**src/pjq_pkg.sv**
```systemverilog
package pjq_pkg;

	localparam logic KIND_ADD      = 1'b0;
	localparam logic KIND_DISPATCH = 1'b1;

	localparam logic [1:0] STATUS_ADDED      = 2'd0;
	localparam logic [1:0] STATUS_FULL       = 2'd1;
	localparam logic [1:0] STATUS_DISPATCHED = 2'd2;
	localparam logic [1:0] STATUS_NONE       = 2'd3;

	localparam int JOB_W   = 16;
	localparam int PRIO_W  = 16;
	localparam int STAMP_W = 32;
	localparam int COUNT_W = 7;

	typedef struct packed {
		logic [JOB_W-1:0]   job;
		logic [PRIO_W-1:0]  prio;
		logic [STAMP_W-1:0] stamp;
	} entry_t;

	typedef struct packed {
		logic [1:0]         status;
		logic [JOB_W-1:0]   job;
		logic [PRIO_W-1:0]  prio;
		logic [COUNT_W-1:0] count;
	} res_t;

endpackage

```
**src/pjq_mem.sv**
```systemverilog
module pjq_mem #(
	parameter int DEPTH  = 64,
	parameter int ADDR_W = 6
) (
	input  logic                clk,
	input  logic                we,
	input  logic [ADDR_W-1:0]   waddr,
	input  pjq_pkg::entry_t     wdata,
	input  logic                re,
	input  logic [ADDR_W-1:0]   raddr,
	output pjq_pkg::entry_t     rdata
);

	pjq_pkg::entry_t ram_q [DEPTH];
	pjq_pkg::entry_t rdata_q;

	always_ff @(posedge clk) begin
		if (we) begin
			ram_q[waddr] <= wdata;
		end
		if (re) begin
			rdata_q <= ram_q[raddr];
		end
	end

	assign rdata = rdata_q;

endmodule

```
**src/pjq_ctrl.sv**
```systemverilog
module pjq_ctrl #(
	parameter int TABLE_DEPTH = 64
) (
	input  logic                          clk,
	input  logic                          arst_n,
	input  logic                          cfg_we,
	input  logic                          cfg_wdata,
	input  logic                          in_valid,
	output logic                          in_stall,
	input  logic                          kind,
	input  logic [pjq_pkg::JOB_W-1:0]     job_id,
	input  logic [pjq_pkg::PRIO_W-1:0]    priority_req,
	input  logic [pjq_pkg::STAMP_W-1:0]   frame_stamp,
	output logic                          res_valid,
	output pjq_pkg::res_t                 res,
	input  logic                          res_take
);

	localparam int AW = (TABLE_DEPTH > 1) ? $clog2(TABLE_DEPTH) : 1;
	localparam int CW = $clog2(TABLE_DEPTH + 1);

	localparam logic [1:0] S_IDLE  = 2'd0;
	localparam logic [1:0] S_SCAN  = 2'd1;
	localparam logic [1:0] S_DRAIN = 2'd2;
	localparam logic [1:0] S_MOVE  = 2'd3;

	logic [1:0]       state_q;
	logic [CW-1:0]    count_q;
	logic             en_q;
	logic [AW-1:0]    scan_idx_q;
	logic             vld_s1;
	logic [AW-1:0]    idx_s1;
	pjq_pkg::entry_t  best_q;
	logic [AW-1:0]    best_idx_q;
	pjq_pkg::entry_t  last_q;
	pjq_pkg::res_t    res_q;
	logic             res_pend_q;

	logic             accept;
	logic             full;
	logic [AW-1:0]    last_idx;
	logic             mem_we;
	logic [AW-1:0]    mem_waddr;
	pjq_pkg::entry_t  mem_wdata;
	logic             mem_re;
	pjq_pkg::entry_t  mem_rdata;
	pjq_pkg::entry_t  in_entry;
	logic             take_cand;
	logic [CW-1:0]    count_inc;
	logic [CW-1:0]    count_dec;
	logic [CW+pjq_pkg::COUNT_W-1:0] inc_ext;
	logic [CW+pjq_pkg::COUNT_W-1:0] dec_ext;
	logic [CW+pjq_pkg::COUNT_W-1:0] cur_ext;

	assign in_stall  = (state_q != S_IDLE) || res_pend_q;
	assign accept    = in_valid && !in_stall;
	assign full      = (count_q == CW'(TABLE_DEPTH));
	assign last_idx  = AW'(count_q - CW'(1));
	assign count_inc = count_q + CW'(1);
	assign count_dec = count_q - CW'(1);
	assign inc_ext   = (CW+pjq_pkg::COUNT_W)'(count_inc);
	assign dec_ext   = (CW+pjq_pkg::COUNT_W)'(count_dec);
	assign cur_ext   = (CW+pjq_pkg::COUNT_W)'(count_q);

	assign in_entry.job   = job_id;
	assign in_entry.prio  = priority_req;
	assign in_entry.stamp = frame_stamp;

	// Slots are only written by an add or the final move, never during a scan,
	// so reads and writes of one entry cannot overlap.
	always_comb begin
		mem_we    = 1'b0;
		mem_waddr = AW'(count_q);
		mem_wdata = in_entry;
		if (state_q == S_MOVE) begin
			mem_we    = 1'b1;
			mem_waddr = best_idx_q;
			mem_wdata = last_q;
		end else if (accept && kind == pjq_pkg::KIND_ADD && !full) begin
			mem_we = 1'b1;
		end
	end

	assign mem_re = (state_q == S_SCAN);

	pjq_mem #(
		.DEPTH  (TABLE_DEPTH),
		.ADDR_W (AW)
	) u_mem (
		.clk   (clk),
		.we    (mem_we),
		.waddr (mem_waddr),
		.wdata (mem_wdata),
		.re    (mem_re),
		.raddr (scan_idx_q),
		.rdata (mem_rdata)
	);

	// Earlier slot wins an exact tie, so only a strictly better entry replaces.
	assign take_cand = (idx_s1 == '0) ||
		(mem_rdata.prio < best_q.prio) ||
		((mem_rdata.prio == best_q.prio) && (mem_rdata.stamp < best_q.stamp));

	always_ff @(posedge clk) begin
		if (vld_s1) begin
			last_q <= mem_rdata;
			if (take_cand) begin
				best_q     <= mem_rdata;
				best_idx_q <= idx_s1;
			end
		end
		idx_s1 <= scan_idx_q;
	end

	always_ff @(posedge clk or negedge arst_n) begin
		if (!arst_n) begin
			state_q    <= S_IDLE;
			count_q    <= '0;
			en_q       <= 1'b0;
			scan_idx_q <= '0;
			vld_s1     <= 1'b0;
			res_pend_q <= 1'b0;
			res_q      <= '0;
		end else begin
			if (cfg_we) begin
				en_q <= cfg_wdata;
			end
			if (res_take) begin
				res_pend_q <= 1'b0;
			end
			vld_s1 <= (state_q == S_SCAN);
			unique case (state_q)
				S_IDLE: begin
					if (accept) begin
						res_q.job  <= '0;
						res_q.prio <= '0;
						if (kind == pjq_pkg::KIND_ADD) begin
							res_pend_q <= 1'b1;
							if (full) begin
								res_q.status <= pjq_pkg::STATUS_FULL;
								res_q.count  <= cur_ext[pjq_pkg::COUNT_W-1:0];
							end else begin
								count_q      <= count_inc;
								res_q.status <= pjq_pkg::STATUS_ADDED;
								res_q.count  <= inc_ext[pjq_pkg::COUNT_W-1:0];
							end
						end else if (!en_q || count_q == '0) begin
							res_pend_q   <= 1'b1;
							res_q.status <= pjq_pkg::STATUS_NONE;
							res_q.count  <= cur_ext[pjq_pkg::COUNT_W-1:0];
						end else begin
							scan_idx_q <= '0;
							state_q    <= S_SCAN;
						end
					end
				end
				S_SCAN: begin
					if (scan_idx_q == last_idx) begin
						state_q <= S_DRAIN;
					end else begin
						scan_idx_q <= scan_idx_q + AW'(1);
					end
				end
				S_DRAIN: begin
					state_q <= S_MOVE;
				end
				S_MOVE: begin
					// Refill the freed slot from the last one and shrink the table.
					count_q      <= count_dec;
					res_pend_q   <= 1'b1;
					res_q.status <= pjq_pkg::STATUS_DISPATCHED;
					res_q.job    <= best_q.job;
					res_q.prio   <= best_q.prio;
					res_q.count  <= dec_ext[pjq_pkg::COUNT_W-1:0];
					state_q      <= S_IDLE;
				end
				default: begin
					state_q <= S_IDLE;
				end
			endcase
		end
	end

	assign res_valid = res_pend_q;
	assign res       = res_q;

endmodule

```
**src/priority_job_queue.sv**
```systemverilog
// Channel  Direction  Handshake          Payload
// in       input      in_valid/in_stall  kind, job_id, priority_req, frame_stamp
// out      output     out_valid/out_stall status, out_job_id, out_priority, job_count
// cfg      input      cfg_we             cfg_wdata (dispatch enable)
//
// An add, a rejected add, or an empty or disabled dispatch is answered without a scan.
// A dispatch holds the input while it scans the queued slots, one slot read a cycle through
// the single read port, and then passes through a drain and a move state.
// Reset clears the count and the enable; slot contents need no clearing.
// A result waits in the output register while out_stall is high; the next
// transaction is still taken and its result held back until the register frees.
module priority_job_queue #(
	parameter int TABLE_DEPTH = 64
) (
	input  logic                        clk,
	input  logic                        arst_n,
	input  logic                        cfg_we,
	input  logic                        cfg_wdata,
	input  logic                        in_valid,
	output logic                        in_stall,
	input  logic                        kind,
	input  logic [pjq_pkg::JOB_W-1:0]   job_id,
	input  logic [pjq_pkg::PRIO_W-1:0]  priority_req,
	input  logic [pjq_pkg::STAMP_W-1:0] frame_stamp,
	output logic                        out_valid,
	input  logic                        out_stall,
	output logic [1:0]                  status,
	output logic [pjq_pkg::JOB_W-1:0]   out_job_id,
	output logic [pjq_pkg::PRIO_W-1:0]  out_priority,
	output logic [pjq_pkg::COUNT_W-1:0] job_count
);

	logic          res_valid;
	pjq_pkg::res_t res;
	logic          res_take;
	logic          out_valid_q;
	pjq_pkg::res_t out_res_q;

	pjq_ctrl #(
		.TABLE_DEPTH (TABLE_DEPTH)
	) u_ctrl (
		.clk          (clk),
		.arst_n       (arst_n),
		.cfg_we       (cfg_we),
		.cfg_wdata    (cfg_wdata),
		.in_valid     (in_valid),
		.in_stall     (in_stall),
		.kind         (kind),
		.job_id       (job_id),
		.priority_req (priority_req),
		.frame_stamp  (frame_stamp),
		.res_valid    (res_valid),
		.res          (res),
		.res_take     (res_take)
	);

	// Load when the register is empty or its transaction leaves this edge.
	assign res_take = res_valid && (!out_valid_q || !out_stall);

	always_ff @(posedge clk or negedge arst_n) begin
		if (!arst_n) begin
			out_valid_q <= 1'b0;
		end else if (res_take) begin
			out_valid_q <= 1'b1;
		end else if (!out_stall) begin
			out_valid_q <= 1'b0;
		end
	end

	always_ff @(posedge clk) begin
		if (res_take) begin
			out_res_q <= res;
		end
	end

	assign out_valid    = out_valid_q;
	assign status       = out_res_q.status;
	assign out_job_id   = out_res_q.job;
	assign out_priority = out_res_q.prio;
	assign job_count    = out_res_q.count;

endmodule

```
**config.mk**
```make
export PLATFORM = sky130hd
export DESIGN_NAME = priority_job_queue
export DESIGN_NICKNAME = d
export VERILOG_FILES = /design/src/pjq_pkg.sv /design/src/pjq_mem.sv /design/src/pjq_ctrl.sv /design/src/priority_job_queue.sv
export SDC_FILE = /design/constraint.sdc
export NUM_CORES = 2
export LEC_CHECK = 0
export ABC_AREA = 1
export BUFFER_PORTS_ARGS = -buffer_cell sky130_fd_sc_hd__buf_2
export CAP_MARGIN = 0
export CORE_AREA = 8 8 713 715
export DETAILED_ROUTE_END_ITERATION = 8
export DIE_AREA = 0 0 721 723
export GPL_ROUTABILITY_DRIVEN = 0
export PLACE_DENSITY = 0.51
export SKIP_CTS_REPAIR_TIMING = 1
export SLEW_MARGIN = 5
export SYNTH_ARGS = -nofsm -noshare
export SYNTH_HDL_FRONTEND = slang
export SYNTH_SLANG_ARGS = --single-unit
```
**constraint.sdc**
```tcl
create_clock -name clk -period 6.32 [get_ports clk]
set_input_delay 1.264 -clock clk [delete_from_list [all_inputs] [get_ports clk]]
set_output_delay 1.264 -clock clk [all_outputs]
set_load 0.01 [all_outputs]
```
==> flow_metrics.tcl <==
set metrics [dict create \
    status "completed" \
    ys_top_cells_by_area "edfxtp_1 (75%), o21ai_0 (5.5%), nor2_1 (4.4%)" \
    clockPowerShare_pct 32.0 \
    timing.critical_path.mode_cell "buf_4" \
    period_needed_ns 5.13 \
    hold_viol 0 \
    drt_iter0_markers 15144 \
    wl_per_cell_um 27.6 \
    p_switching_mw 25.9 \
    slew_headroom_pct 10.9 \
    synth_edf_count 4335 \
    synth_area_per_cell_um2 12.9 \
    crit_path_top_delay_cell "nor2_4" \
    p_leak_nw 65.1 \
    worst_pin_slew_ns 1.33 \
    yosys.area.top_type "edfxtp_1" \
    grt_pass1_wl_mm 796 \
    muxShareOfSynthArea_pct 0 \
    grtUsageTotal_pct 20.8 \
    clk_latency_ns 1.03 \
    fmax_mhz 195 \
    areaGrowthSynthToFinish_pct 13.9 \
    yosys_warnings 0 \
    post-route-drc-count 0 \
    ios 114 \
    route.vias.total 112501 \
    synth_top_cells_by_count "edfxtp_1 (4335), nor2_1 (2022), o21ai_0 (1893)" \
    cts_max_path_buffers 4 \
    h-tree-depth 5 \
    ys_ff_latch 4401 \
    cts_buffers 445 \
    die-area_um2 521000 \
    synth_top_family_by_area "simple AND/OR/NAND/NOR gates" \
    antenna_found_initial 40 \
    p_int_mw 55.2 \
    dp_cells 19638 \
    wl_mm 566 \
    die_y_um 723 \
    viasPerCell 5.50 \
    grt_setup_unrepaired "false" \
    final_layout_size_suffix_gt1_share_pct 8.94 \
    nNetsFinal 13557 \
    yosysTopAreaCellShare_pct 75.2 \
    path_buf_inv 4 \
    ir_worst_vdd_v 0.000517 \
    power_mw 81.1 \
    layout_setup_ws_ns 1.19 \
    place_area_um2 183000 \
    synthesis.nets 13548 \
    postSynthCellCount 13422 \
    cts_root_buf "clkbuf_16" \
    slew_violations 0 \
    cts.sinks 4401 \
    synth_fa_ha_area_share_pct 0.398 \
    synth-xor-area-share_pct 0.0456 \
    yosysSeqAreaShare_pct 76.2 \
    worst-setup-path-type "reg -> reg" \
    grt_pass1_vias 104830 \
    hold_class "in -> async" \
    start_util_pct 34.9 \
    cts_tree "done" \
    cp-end-kind "register" \
    max_stage_delay_ns 1.02 \
    crit_required_ns 7.01 \
    synth_top_flop_cell "edfxtp_1" \
    p_comb_share_pct 21.9 \
    setup_viol_count_final 0 \
    synth-compound-area-share_pct 9.73 \
    synth-simple-area-share_pct 11.0 \
    crit_chain "ha_4 -> clkinv_2 -> buf_4 -> a21oi_2 -> nand4_1 -> buf_4 -> nor2_4 -> buf_4" \
    dieWidth_um 721 \
    switching_share_pct 32.0 \
    grt_overflow 0 \
    synth_area_um2 173000 \
    final_cells 20468 \
    yosysMostFrequentCell "edfxtp_1" \
    grt_max_degree 193 \
    ant_nets 0 \
    pre_cts_slack_ns 1.26 \
    power_density_nw_per_um2 411 \
    synthArstFlopShare_pct 1.36 \
    core_um2 496000 \
    cp-start-kind "register" \
    worstPathMaxFanout 48 \
    drv_cap 0 \
    seq_power_share_pct 46.0 \
    fin_crit_sh_pct 81.1 \
    port_buffers 113 \
    final_design_area_no_fill_um2 197000 \
    cts.clk_slew.worst_paths_ns 0.06 \
    core.rowCount 259 \
    ys_types 35 \
    crit_family "buffers and inverters" \
    drtPass1Iterations 6 \
    critPathArrivalTime_ns 5.81 \
    finalSetupTns_ns 0 \
    dp_hpwl_mm 298 \
    fin_skew_ns 0.0919 \
]
==> stage by stage <==
step	hold slack, ns	util [%]
after floorplan	0.345	-
after global placement	0.413	36.9
after detailed placement	0.418	36.9
after CTS	0.359	39.7
after global routing	0.421	39.7
final	0.404	39.7
==> metal layers <==
layer,up-vias,wire length [um],track usage (%)
met5,-,28,0
met4,4,14000,4.93
met3,741,50100,3.74
met2,4879,258000,33.0
met1,57561,243000,29.7
li1,49316,-,-
==> final cells by class <==
type | count | area (um2)
inverters | 196 | 779
multi-input cells | 7901 | 37300
fillers | 46830 | 299000
diodes | 8 | 20.0
clock inverters | 267 | 2310
repair buffers | 486 | 4750
well taps | 6655 | 8330
flip-flops and latches | 4401 | 132000
clock buffers | 554 | 11800
==> registers in the layout (all words and copies together) (netlist names), 7 cells and up <==
name	cells
u_ctrl.u_mem.rdata	64
u_ctrl.res	41
out_job_id	16
u_ctrl.u_mem.ram_q	4096
u_ctrl.count_q	7
out_priority	16
job_count	7
u_ctrl.best_q	64
u_ctrl.last_q	64
==> path summary, 6_finish.rpt <==
| kind | cells after the start | slack, ns | from | endpoint |
|---|---|---|---|---|
| worst max-delay path | 8 | 1.19 | u_ctrl.state_q[0] | u_ctrl.u_mem.ram_q[2][5] |
| worst min-delay path | 2 | 0.40 | arst_n | u_ctrl.res[38] |
| worst max register to register | 8 | 1.19 | u_ctrl.state_q[0] | u_ctrl.u_mem.ram_q[2][5] |
| min in group clk | 0 | 0.43 | u_ctrl.idx_s1[2] | u_ctrl.best_idx_q[2] |
| max in group asynchronous | 2 | 5.26 | arst_n | u_ctrl.vld_s1 |
| worst min register to register | 0 | 0.43 | u_ctrl.idx_s1[2] | u_ctrl.best_idx_q[2] |
==> power by group through the flow <==
stage / Combinational, mW / Sequential [mW] / Clock (mW)
floorplan: 10.7 / 37.6 / 0
global placement: 17.7 / 37.9 / 0
detailed placement: 17.7 / 37.9 / 0
CTS: 17.8 / 37.3 / 26.4
global route: 19.4 / 37.4 / 27.4
finish: 17.8 / 37.3 / 26.0
==> cell usage in the layout, fill, tap and decap left out, types with 6 or more instances in the layout <==
cell type / n
o21ai_1: 133
ha_1: 53
o22ai_1: 975
nand2_1: 1679
bufinv_16: 34
clkinvlp_4: 13
inv_6: 7
buf_4: 262
nor2_4: 64
edfxtp_1: 4335
inv_1: 189
clkbuf_16: 451
clkbuf_8: 12
diode_2: 8
nand2_2: 41
clkbuf_1: 91
clkinv_2: 74
inv_8: 6
dfrtp_4: 7
clkinv_1: 123
clkinv_4: 6
o21ai_0: 1892
buf_2: 113
buf_12: 111
dfrtp_1: 53
nor2_1: 1958
xor2_1: 7
dfxtp_1: 6
a21oi_1: 92
nand3_1: 945
a31oi_1: 7
nand2_4: 11
nand4_1: 11
==> kinds of logic (layout without fill, tap and decap cells) <==
group                    after synthesis  after routing
adder cells (fa/ha/maj)               55             55
buffers and inverters               1120           1503
AO/OA/AOI/OAI                       3113           3113
flip-flops                          4401           4401
XOR/XNOR                               9              9
AND/OR/NAND/NOR                     4724           4724
other                                  0              8
Power figures use the tool's default switching activity.
